<file path="src/rtl/error_detect_code_generator_defines.svh">
// Assertion helpers shared by the RTL files of the error detect code generator.
`ifndef ERROR_DETECT_CODE_GENERATOR_DEFINES_SVH
`define ERROR_DETECT_CODE_GENERATOR_DEFINES_SVH

// Checked on every clock edge outside reset.
`define EDCG_ASSERT(lbl, prop, msg) \
  lbl: assert property (@(posedge clk) disable iff (!rst_n) prop) \
    else $error(msg);

// Checked on every clock edge, reset included.
`define EDCG_ASSERT_ALWAYS(lbl, prop, msg) \
  lbl: assert property (@(posedge clk) prop) else $error(msg);

`endif

</file>
<file path="src/rtl/edcg_pkg.sv">
`default_nettype none
package edcg_pkg;

  // Method register codes.
  typedef enum logic [2:0] {
    METHOD_BYTE_PARITY = 3'd0,
    METHOD_ROW_PARITY  = 3'd1,
    METHOD_CRC16       = 3'd2,
    METHOD_HAMMING74   = 3'd3,
    METHOD_CSUM        = 3'd4
  } method_t;

  localparam logic [15:0] CRC_POLY = 16'h1021;
  localparam logic [15:0] CRC_INIT = 16'hFFFF;

  // The queue between the front and the back end.
  localparam int QUEUE_DEPTH = 2;
  localparam int QUEUE_AW    = 1;

  // One or two result words produced by one input word.
  typedef struct packed {
    logic       two;
    logic [7:0] code0;
    logic       last0;
    logic [7:0] code1;
    logic       last1;
  } pair_t;

  // Queue occupancy seen by the front and the back end.
  typedef struct packed {
    logic full;
    logic empty;
  } queue_stat_t;

  // Odd number of one bits.
  function automatic logic odd_ones(input logic [7:0] b);
    return ^b;
  endfunction

  // Hamming(7,4) codeword: p1 p2 d0 p4 d1 d2 d3 from bit 0 up, bit 7 zero.
  function automatic logic [7:0] ham_nibble(input logic [3:0] d);
    logic p1;
    logic p2;
    logic p4;
    p1 = d[0] ^ d[1] ^ d[3];
    p2 = d[0] ^ d[2] ^ d[3];
    p4 = d[1] ^ d[2] ^ d[3];
    return {1'b0, d[3], d[2], d[1], p4, d[0], p2, p1};
  endfunction

  // CRC-16-CCITT over one byte, MSB first.
  function automatic logic [15:0] crc_byte(input logic [15:0] crc, input logic [7:0] b);
    logic [15:0] c;
    c = crc ^ {b, 8'h00};
    for (int j = 0; j < 8; j++) begin
      if (c[15]) begin
        c = {c[14:0], 1'b0} ^ CRC_POLY;
      end else begin
        c = {c[14:0], 1'b0};
      end
    end
    return c;
  endfunction

  // One's complement add with end-around carry.
  function automatic logic [15:0] csum_add(input logic [15:0] s, input logic [15:0] w);
    logic [16:0] t;
    t = {1'b0, s} + {1'b0, w};
    return t[15:0] + {15'd0, t[16]};
  endfunction

endpackage
`default_nettype wire

</file>
<file path="src/rtl/edcg_front.sv">
`default_nettype none
module edcg_front #(
  parameter int ROW_LENGTH = 8
) (
  input  wire                 clk,
  input  wire                 rst_n,
  input  wire                 in_valid,
  output logic                in_ready,
  input  wire  [7:0]          in_data_byte,
  input  wire                 in_last_byte,
  input  wire                 cfg_we,
  input  wire  [2:0]          cfg_wdata,
  input  edcg_pkg::queue_stat_t q_stat,
  output logic                push,
  output edcg_pkg::pair_t     push_pair
);

  localparam int COL_W = (ROW_LENGTH > 1) ? $clog2(ROW_LENGTH) : 1;

  logic [2:0]       method_r;
  logic [15:0]      crc_r, crc_nxt;
  logic [15:0]      sum_r, sum_nxt;
  logic [7:0]       held_r, held_nxt;
  logic             odd_r, odd_nxt;
  logic [7:0]       row_r, row_nxt;
  logic [7:0]       all_r, all_nxt;
  logic [COL_W-1:0] col_r, col_nxt;

  logic             accept;
  logic             has_res;
  logic [7:0]       row_x;
  logic [7:0]       all_x;
  logic             row_end;
  logic [15:0]      crc_x;
  logic [15:0]      sum_x;
  logic [15:0]      csum_word;
  logic [15:0]      csum_c;

  assign in_ready = !q_stat.full;
  assign accept   = in_valid && in_ready;
  assign push     = accept && has_res;

  // Method register; the user must write it only while the block is idle, the block itself does not enforce it.
  always_ff @(posedge clk) begin
    if (!rst_n) begin
      method_r <= edcg_pkg::METHOD_CRC16;
    end else if (cfg_we) begin
      method_r <= cfg_wdata;
    end
  end

  // Per-method arithmetic on the incoming word.
  always_comb begin
    row_x     = row_r ^ in_data_byte;
    row_end   = (col_r == COL_W'(ROW_LENGTH - 1)) || in_last_byte;
    all_x     = all_r ^ row_x;
    crc_x     = edcg_pkg::crc_byte(crc_r, in_data_byte);
    csum_word = odd_r ? {held_r, in_data_byte} : {in_data_byte, 8'h00};
    sum_x     = (odd_r || in_last_byte) ? edcg_pkg::csum_add(sum_r, csum_word) : sum_r;
    csum_c    = ~sum_x;
  end

  // Classify the word: results to queue and next message state.
  always_comb begin
    crc_nxt   = crc_r;
    sum_nxt   = sum_r;
    held_nxt  = held_r;
    odd_nxt   = odd_r;
    row_nxt   = row_r;
    all_nxt   = all_r;
    col_nxt   = col_r;
    has_res   = 1'b0;
    push_pair = '0;
    unique case (method_r)
      edcg_pkg::METHOD_BYTE_PARITY: begin
        has_res         = 1'b1;
        push_pair.code0 = {7'd0, edcg_pkg::odd_ones(in_data_byte)};
        push_pair.last0 = in_last_byte;
      end
      edcg_pkg::METHOD_ROW_PARITY: begin
        if (row_end) begin
          has_res         = 1'b1;
          push_pair.code0 = row_x;
          push_pair.two   = in_last_byte;
          push_pair.code1 = all_x;
          push_pair.last1 = 1'b1;
          row_nxt         = 8'h00;
          all_nxt         = all_x;
          col_nxt         = '0;
        end else begin
          row_nxt = row_x;
          col_nxt = col_r + COL_W'(1);
        end
      end
      edcg_pkg::METHOD_CRC16: begin
        crc_nxt         = crc_x;
        has_res         = in_last_byte;
        push_pair.two   = 1'b1;
        push_pair.code0 = crc_x[15:8];
        push_pair.code1 = crc_x[7:0];
        push_pair.last1 = 1'b1;
      end
      edcg_pkg::METHOD_HAMMING74: begin
        has_res         = 1'b1;
        push_pair.two   = 1'b1;
        push_pair.code0 = edcg_pkg::ham_nibble(in_data_byte[7:4]);
        push_pair.code1 = edcg_pkg::ham_nibble(in_data_byte[3:0]);
        push_pair.last1 = in_last_byte;
      end
      edcg_pkg::METHOD_CSUM: begin
        sum_nxt         = sum_x;
        odd_nxt         = !odd_r;
        held_nxt        = odd_r ? held_r : in_data_byte;
        has_res         = in_last_byte;
        push_pair.two   = 1'b1;
        push_pair.code0 = csum_c[15:8];
        push_pair.code1 = csum_c[7:0];
        push_pair.last1 = 1'b1;
      end
      default: begin
        // Unused method codes ignore the word and keep all state.
      end
    endcase
  end

  // Message state; a valid method clears all of it at message end.
  always_ff @(posedge clk) begin
    if (!rst_n) begin
      crc_r  <= edcg_pkg::CRC_INIT;
      sum_r  <= 16'h0000;
      held_r <= 8'h00;
      odd_r  <= 1'b0;
      row_r  <= 8'h00;
      all_r  <= 8'h00;
      col_r  <= '0;
    end else if (accept) begin
      if (in_last_byte && method_r <= edcg_pkg::METHOD_CSUM) begin
        crc_r  <= edcg_pkg::CRC_INIT;
        sum_r  <= 16'h0000;
        held_r <= 8'h00;
        odd_r  <= 1'b0;
        row_r  <= 8'h00;
        all_r  <= 8'h00;
        col_r  <= '0;
      end else begin
        crc_r  <= crc_nxt;
        sum_r  <= sum_nxt;
        held_r <= held_nxt;
        odd_r  <= odd_nxt;
        row_r  <= row_nxt;
        all_r  <= all_nxt;
        col_r  <= col_nxt;
      end
    end
  end

endmodule
`default_nettype wire

</file>
<file path="src/rtl/edcg_queue.sv">
`default_nettype none
`include "error_detect_code_generator_defines.svh"
module edcg_queue (
  input  wire                   clk,
  input  wire                   rst_n,
  input  wire                   push,
  input  edcg_pkg::pair_t       push_pair,
  input  wire                   pop,
  output edcg_pkg::pair_t       pop_pair,
  output edcg_pkg::queue_stat_t q_stat
);

  edcg_pkg::pair_t                slot_r [edcg_pkg::QUEUE_DEPTH];
  logic [edcg_pkg::QUEUE_AW-1:0]  wr_ptr_r;
  logic [edcg_pkg::QUEUE_AW-1:0]  rd_ptr_r;
  logic [edcg_pkg::QUEUE_AW:0]    count_r;

  assign q_stat.full  = (count_r == (edcg_pkg::QUEUE_AW + 1)'(edcg_pkg::QUEUE_DEPTH));
  assign q_stat.empty = (count_r == '0);
  assign pop_pair     = slot_r[rd_ptr_r];

  // Storage slots.
  always_ff @(posedge clk) begin
    if (push) begin
      slot_r[wr_ptr_r] <= push_pair;
    end
  end

  // Pointers and fill count.
  always_ff @(posedge clk) begin
    if (!rst_n) begin
      wr_ptr_r <= '0;
      rd_ptr_r <= '0;
      count_r  <= '0;
    end else begin
      if (push) begin
        wr_ptr_r <= wr_ptr_r + edcg_pkg::QUEUE_AW'(1);
      end
      if (pop) begin
        rd_ptr_r <= rd_ptr_r + edcg_pkg::QUEUE_AW'(1);
      end
      if (push && !pop) begin
        count_r <= count_r + (edcg_pkg::QUEUE_AW + 1)'(1);
      end else if (pop && !push) begin
        count_r <= count_r - (edcg_pkg::QUEUE_AW + 1)'(1);
      end
    end
  end

  `EDCG_ASSERT(a_no_push_full, (push |-> !q_stat.full), "push into a full queue")
  `EDCG_ASSERT(a_no_pop_empty, (pop |-> !q_stat.empty), "pop from an empty queue")
  `EDCG_ASSERT(a_count_bound, (count_r <= (edcg_pkg::QUEUE_AW + 1)'(edcg_pkg::QUEUE_DEPTH)), "queue count beyond depth")

endmodule
`default_nettype wire

</file>
<file path="src/rtl/edcg_back.sv">
`default_nettype none
`include "error_detect_code_generator_defines.svh"
module edcg_back (
  input  wire                   clk,
  input  wire                   rst_n,
  input  edcg_pkg::queue_stat_t q_stat,
  input  edcg_pkg::pair_t       pop_pair,
  output logic                  pop,
  output logic                  out_valid,
  input  wire                   out_ready,
  output logic [7:0]            out_code_byte,
  output logic                  out_code_last
);

  logic       out_valid_r;
  logic [7:0] out_code_r;
  logic       out_last_r;
  logic       sec_valid_r;
  logic [7:0] sec_code_r;
  logic       sec_last_r;
  logic       load;

  // The output register may take a new word when it is empty or being taken.
  assign load = !out_valid_r || out_ready;
  assign pop  = load && !sec_valid_r && !q_stat.empty;

  assign out_valid     = out_valid_r;
  assign out_code_byte = out_code_r;
  assign out_code_last = out_last_r;

  // Control: output valid and the pending second word.
  always_ff @(posedge clk) begin
    if (!rst_n) begin
      out_valid_r <= 1'b0;
      sec_valid_r <= 1'b0;
    end else if (load) begin
      if (sec_valid_r) begin
        out_valid_r <= 1'b1;
        sec_valid_r <= 1'b0;
      end else begin
        out_valid_r <= !q_stat.empty;
        sec_valid_r <= !q_stat.empty && pop_pair.two;
      end
    end
  end

  // Payload: the first word goes out, the second waits one transfer.
  always_ff @(posedge clk) begin
    if (load) begin
      if (sec_valid_r) begin
        out_code_r <= sec_code_r;
        out_last_r <= sec_last_r;
      end else begin
        out_code_r <= pop_pair.code0;
        out_last_r <= pop_pair.last0;
        sec_code_r <= pop_pair.code1;
        sec_last_r <= pop_pair.last1;
      end
    end
  end

  `EDCG_ASSERT(a_sec_behind_out, (sec_valid_r |-> out_valid_r), "second word without a first")
  `EDCG_ASSERT_ALWAYS(a_reset_idle, (!rst_n |=> !out_valid_r && !sec_valid_r), "output not idle after reset")

endmodule
`default_nettype wire

</file>
<file path="src/rtl/error_detect_code_generator.sv">
// Error detect code generator: takes message bytes, with in_last_byte on the final one, and
// emits control bytes by the method register (0 byte parity, 1 row parity over ROW_LENGTH
// bytes, 2 CRC-16-CCITT, 3 Hamming(7,4), 4 Internet checksum); unused codes 5 to 7 drop the
// byte. A front end takes one byte per cycle whenever its two-entry queue has room and
// computes that byte's control bytes in the same cycle; a back end sends them out one per
// cycle through an output register while the receiver is ready. The single output word per
// cycle bounds the sustained input rate: the input keeps pace with methods that give at most
// one control byte per input byte, but not with Hamming(7,4) or with message ends that give
// two bytes. Write the method only while the block is idle.
`default_nettype none
module error_detect_code_generator #(
  parameter int ROW_LENGTH = 8
) (
  input  wire        clk,
  input  wire        rst_n,
  input  wire        in_valid,
  output logic       in_ready,
  input  wire  [7:0] in_data_byte,
  input  wire        in_last_byte,
  output logic       out_valid,
  input  wire        out_ready,
  output logic [7:0] out_code_byte,
  output logic       out_code_last,
  input  wire        cfg_we,
  input  wire  [2:0] cfg_wdata
);

  edcg_pkg::queue_stat_t q_stat;
  edcg_pkg::pair_t       push_pair;
  edcg_pkg::pair_t       pop_pair;
  logic                  push;
  logic                  pop;

  // Front end: accepts and classifies bytes.
  edcg_front #(
    .ROW_LENGTH(ROW_LENGTH)
  ) u_front (
    .clk         (clk),
    .rst_n       (rst_n),
    .in_valid    (in_valid),
    .in_ready    (in_ready),
    .in_data_byte(in_data_byte),
    .in_last_byte(in_last_byte),
    .cfg_we      (cfg_we),
    .cfg_wdata   (cfg_wdata),
    .q_stat      (q_stat),
    .push        (push),
    .push_pair   (push_pair)
  );

  // Queue between the two ends.
  edcg_queue u_queue (
    .clk      (clk),
    .rst_n    (rst_n),
    .push     (push),
    .push_pair(push_pair),
    .pop      (pop),
    .pop_pair (pop_pair),
    .q_stat   (q_stat)
  );

  // Back end: one control byte per cycle while the receiver is ready.
  edcg_back u_back (
    .clk          (clk),
    .rst_n        (rst_n),
    .q_stat       (q_stat),
    .pop_pair     (pop_pair),
    .pop          (pop),
    .out_valid    (out_valid),
    .out_ready    (out_ready),
    .out_code_byte(out_code_byte),
    .out_code_last(out_code_last)
  );

endmodule
`default_nettype wire

</file>
<file path="config.mk">
export PLATFORM = sky130hd
export DESIGN_NAME = error_detect_code_generator
export DESIGN_NICKNAME = d
export VERILOG_FILES = /design/src/rtl/edcg_pkg.sv /design/src/rtl/edcg_front.sv /design/src/rtl/edcg_queue.sv /design/src/rtl/edcg_back.sv /design/src/rtl/error_detect_code_generator.sv
export VERILOG_INCLUDE_DIRS = /design/src /design/src/rtl
export SDC_FILE = /design/constraint.sdc
export NUM_CORES = 1
export LEC_CHECK = 0
export ABC_CLOCK_PERIOD_IN_PS = 6840
export BUFFER_PORTS_ARGS = -buffer_cell sky130_fd_sc_hd__clkbuf_2
export CAP_MARGIN = 20
export CORE_MARGIN = 2
export CORE_UTILIZATION = 45
export CTS_CLUSTER_DIAMETER = 40
export CTS_CLUSTER_SIZE = 25
export DETAILED_ROUTE_END_ITERATION = 10
export PLACE_DENSITY = 0.66
export SYNTH_ARGS = -nofsm -noshare
export SYNTH_HDL_FRONTEND = slang
export SYNTH_SLANG_ARGS = --single-unit
</file>
<file path="constraint.sdc">
create_clock -name clk -period 6.84 [get_ports clk]
set_input_delay 0 -clock clk [delete_from_list [all_inputs] [get_ports clk]]
set_output_delay 0 -clock clk [all_outputs]
set_load 0.005 [all_outputs]
</file>
# [Yosys cells after proc, flatten, opt, wreduce, memory -nomap -nowiden]
# Memories as Yosys holds them, arrays and structs flattened. A register that Yosys moved wholly into a read port is not among the register bits.
# Index checks and enable logic that the tools add are counted.
[word_totals] regBits=87 latchBits=0 ram_bits=38 romBits=0 n_memories=1
[mem_list] memory="u_queue.slot_r" words=2 width=19 read_ports=1 rd_clocked_by_memory_dff=1 wr=1 line="edcg_queue.sv:13" source="edcg_pkg::pair_t slot_r [edcg_pkg::QUEUE_DEPTH];"
[op_classes] addsub=7 mul=0 n_div=0 order_cmp=1 n_eq_ne=7 shifts=0 n_mux=46 bitwise=25 reduce_logical=35
[op_table] cell="$mux W13" count=8
[op_table] cell="$mux W16" count=6
[op_table] cell="$mux W8" count=10
[op_table] cell="$pmux W8 S5" count=1
[op_table] cell="$pmux W9 S4" count=1
[op_table] cell="$not A3 Y3" count=8
[op_table] cell="$mux W9" count=2
[op_table] cell="$add A16 B16 Y17" count=1
[op_table] cell="$add A16 B1 Y16" count=1
[op_table] cell="$not A16 Y16" count=1
[op_table] cell="$xor A16 B16 Y16" count=1
[op_table] cell="$xor A8 B8 Y8" count=2
[op_table] cell="$xor A1 B1 Y1" count=12
[op_table] cell="$mux W1" count=11
[op_table] cell="$reduce_bool A2 Y1" count=5
[op_table] cell="$mux W3" count=3
[op_table] cell="$logic_and A1 B1 Y1" count=8
[op_table] cell="$reduce_and A2 Y1" count=4
[op_table] cell="$reduce_xor A8 Y1" count=1
[op_table] cell="$logic_not A1 Y1" count=7
[op_table] cell="$eq A3 B2 Y1 const B" count=2
[op_table] cell="$eq A3 B3 Y1 const B" count=2
[op_table] cell="$reduce_and A3 Y1" count=2
[op_table] cell="$mux W2" count=2
[op_table] cell="16 further kinds" count=20

# [Logic depth before layout (Yosys ltp)]
[depth] word_depth=19 mapped_depth=22

# [Cells and area by module]
# Synthesis repeated with hierarchy kept, for this count alone.
[hier_totals] hier_cells=731 area_unflattened_um2=7175.6
[by_module_without_submodules] mod="edcg_front" instances=1 cells_per_inst=611 area_each_um2=4830.9 seq_area_each_um2=1261.2
[by_module_without_submodules] mod="edcg_queue" instances=1 cells_per_inst=81 area_each_um2=1590.3 seq_area_each_um2=1241.2
[by_module_without_submodules] mod="edcg_back" instances=1 cells_per_inst=39 area_each_um2=754.5 seq_area_each_um2=580.6

# [Worst setup path before layout]
# Ideal clock, no wire load.
[synth_path] kind="register -> register" from="reg u_front.odd_r" to="mem u_queue.slot_r[0][16] (netlist name) (data pin)" setup_time_ps=280 t_arrival_ps=3943 t_required_ps=6560 setup_slack_ps=2617 stages_incl_launch_ff=21 n_path_buf=2 period_less_slack_ps=4223 cell_sequence="dfxtp_1 -> buf_1 -> mux2_2 -> ha_1 -> clkbuf_1 -> and3_1 -> a221oi_1 -> a21boi_0 -> o21ai_0 -> a21oi_1 -> nor2b_1 -> o21ai_0 -> nand2b_1 -> ha_1 -> ha_1 -> nand4_1 -> nor3_1 -> nand2_1 -> o311a_1 -> a21oi_1 -> a31oi_1"
[synth_rtl] item="start, declared" line="edcg_front.sv:24" source="logic odd_r, odd_nxt;"
[synth_rtl] item="start signal, assigned" line="edcg_front.sv:149" source="odd_r <= odd_nxt;"
[synth_rtl] item="end, declared" line="edcg_queue.sv:13"

==> impl_metrics.py <==
metrics = {
    "run": {
        "drv_cap": 0,
    },
    "timing": {
        "setup_tns_ns": 0,
        "finalCritPeriodShare": 0.694,
        "finalSetupViolations": 0,
        "fmax_ghz": 0.211,
        "min_period_ns": 4.75,
        "rsz0062_at_grt": "false",
        "worst_slew_pin_slew_ns": 1.04,
        "maxSlewHeadroom": 0.306,
        "hold_viol": 0,
        "drv_slew": 0,
        "finClkSkew_ns": 0.00791,
    },
    "worst_setup_path": {
        "cp.required_ns": 6.97,
        "critPathArrivalTime_ns": 4.88,
        "cp-end-kind": "flop",
        "critPathMaxFanout": 23,
        "r2r_slack_ns": 2.09,
        "start_kind": "flop",
        "timing.rr.start": "u_front.odd_r",
        "r2r_end": "u_queue.slot_r[0][16]",
        "critPathKind": "reg -> reg",
        "rr_worst_depth": 18,
    },
    "outcome": {
        "status": "completed",
    },
    "clock_tree": {
        "postCtsSetupBuffers": 0,
        "cts_root_buf": "clkbuf_16",
        "cts_tree": "yes",
        "cts_buffers": 17,
        "path_clk_slew_ns": 0.06,
        "cts_sinks": 126,
        "worstSkewPairLatency_ns": 0.42,
        "cts_buffer_depth": 2,
        "post_cts_resized": 0,
        "h-tree-depth": 4,
    },
    "logic_synthesis": {
        "yosysSeqAreaShare": 0.430,
        "synth-main-ff-cell": "dfxtp_1",
        "synth_edf_count": 56,
        "synth_cells": 760,
        "syn_area_um2": 7170,
        "synth_cell_type_count": 61,
        "syn_nets": 799,
        "avgSynthCellArea_um2": 9.44,
        "synth-seq-cells": 126,
        "async_flop_share": 0,
        "ys_warn_count": 0,
    },
    "floorplanning": {
        "row_count": 46,
        "start_util": 0.457,
        "pin_count": 28,
        "die_area_um2": 17000,
        "core_um2": 15700,
        "die_h_um": 130,
        "die_w_um": 130,
    },
    "global_routing": {
        "track_usage": 0.221,
        "grt_pass1_wl_um": 28300,
        "grt_pass1_vias": 5341,
        "globalRoute.totalOverflow": 0,
        "antenna_found_initial": 0,
        "grt_max_degree": 66,
    },
    "route": {
        "drtAntennaViolNets": 0,
        "drt_iter0_markers": 684,
        "vias_per_cell": 5.78,
        "first_pass_iters": 5,
        "wl_um": 18400,
        "drc": 0,
        "wl_per_cell_um": 18.4,
        "via_count": 5791,
    },
    "placed_design": {
        "placed_area_um2": 7430,
        "place.gp.congestion": 0.941,
        "dpl.hpwl_um": 13200,
        "io_buffer_count": 27,
    },
    "finish": {
        "synthToLayoutAreaGrowth_pct": 13.4,
        "layout_common_cells": "nand2_1, dfxtp_1, o21ai_0",
        "nNetsFinal": 812,
        "antenna_cells": 0,
        "final_cell_area_um2": 8130,
        "drive_gt1_frac": 0.115,
        "fillCellCount": 1404,
        "final_common_cell": "nand2_1",
    },
    "hold_path": {
        "whs_endpoint": "u_back.sec_valid_r",
        "hold_depth": 5,
        "worstHoldStart": "out_ready",
        "hold_path.class": "in -> reg",
    },
    "power": {
        "p_leak_nw": 3.03,
        "power.density_nw_per_um2": 317,
        "peakVddDrop_mv": 0.187,
    },
}
state kept, by name (all words and copies together) (netlist names), 2 cells and up, named ones only:
signal and count:
u_queue.slot_r 38, u_back.out_code_byte 8, u_front.held_r 8, u_front.sum_r 16, u_queue.count_r 2, u_front.col_r 3
u_front.crc_r 16, u_front.method_r 3, u_front.row_r 8, u_back.sec_code_r 8, u_front.all_r 8
cell families (layout without fill, tap and decap cells):
family | Yosys count | count (layout) | share of synthesized area
compound gates | 190 | 190 | 0.174
xor+xnor | 90 | 90 | 0.110
fa+ha+maj | 22 | 22 | 0.0394
buf+inv | 53 | 79 | 0.0290
flops | 126 | 126 | 0.430
mux | 33 | 33 | 0.0492
simple gates | 246 | 246 | 0.169
what timing repair did:
action                     4_1_cts  5_1_grt
hold buffers                     7        0
hold endpoints to repair         3        0
setup endpoints to repair        0        0
worst max path at each step:
stage	from	endpoint	cells after the start
2_1_floorplan	u_front.odd_r	u_queue.slot_r[0][16]	20
3_3_place_gp	u_front.odd_r	u_queue.slot_r[0][16]	18
3_5_place_dp	u_front.odd_r	u_queue.slot_r[0][16]	18
4_1_cts	u_front.odd_r	u_queue.slot_r[0][16]	18
5_1_grt	u_front.odd_r	u_queue.slot_r[0][16]	18
6_report	u_front.odd_r	u_queue.slot_r[0][16]	18
metrics by stage:
step | instances | power (mW) | util | setup slack [ns] | hold WS, ns
global placement | 962 | 1.62 | 0.473 | 2.30 | 0.233
CTS | 1001 | 2.59 | 0.517 | 2.16 | 0.0404
global route | 1002 | 2.70 | 0.518 | 1.73 | 0.0637
finish | 1002 | 2.58 | 0.518 | 2.09 | 0.0508
floorplan | 760 | 1.45 | - | 2.62 | 0.126
detailed placement | 962 | 1.64 | 0.473 | 2.17 | 0.245
synth_stat cells, types with 15 or more instances:
library cell | number | area [um2]
clkbuf_1 | 42 | 158
a22oi_1 | 19 | 143
mux2_2 | 18 | 203
nor2b_1 | 26 | 163
nand2_1 | 73 | 274
nand3_1 | 20 | 100
xnor2_1 | 45 | 394
edfxtp_1 | 56 | 1680
o21ai_0 | 64 | 320
mux2i_1 | 15 | 150
xor2_1 | 45 | 394
ha_1 | 21 | 263
dfxtp_1 | 70 | 1400
and2_1 | 24 | 150
a21oi_1 | 28 | 140
nor2_1 | 50 | 188
power breakdown:
part | leakage, nW | internal, mW | switching (mW) | total, mW
Clock | 0.288 | 0.609 | 0.339 | 0.947
Sequential | 1.11 | 0.944 | 0.0837 | 1.03
Combinational | 1.63 | 0.251 | 0.355 | 0.606
Total | 3.03 | 1.80 | 0.778 | 2.58
routing by layer:
layer,global-route usage,up-vias,part of all wire
met5,0,-,0
met4,0.0810,0,0.024
met3,0.0537,35,0.079
met2,0.344,263,0.46
met1,0.300,2723,0.44
li1,-,2770,-
final cells by class:
cell class              instances  area (um2)  share of cell area
clock buffers                  18         429              0.0528
well taps                     216         270              0.0332
clock inverters                14         193              0.0237
inverters                       7        26.3             0.00323
repair buffers                 40         248              0.0305
flip-flops and latches        126        3080               0.379
multi-input cells             581        3880               0.477
critical path, stage by stage, from the launching register on:
cell and delay, ns:
dfxtp_1 0.75, mux2_2 0.41, ha_1 0.47, and2_1 0.25
and3_1 0.16, a21boi_0 0.08, o21ai_0 0.21, a21oi_1 0.13
nor2b_1 0.11, o21ai_0 0.07, nand2b_1 0.08, ha_1 0.17
ha_1 0.21, nand4_1 0.12, nor3_1 0.39, nand2_1 0.18
o311a_1 0.36, a21oi_1 0.17, a31oi_1 0.13
Power figures use the tool's default switching activity.
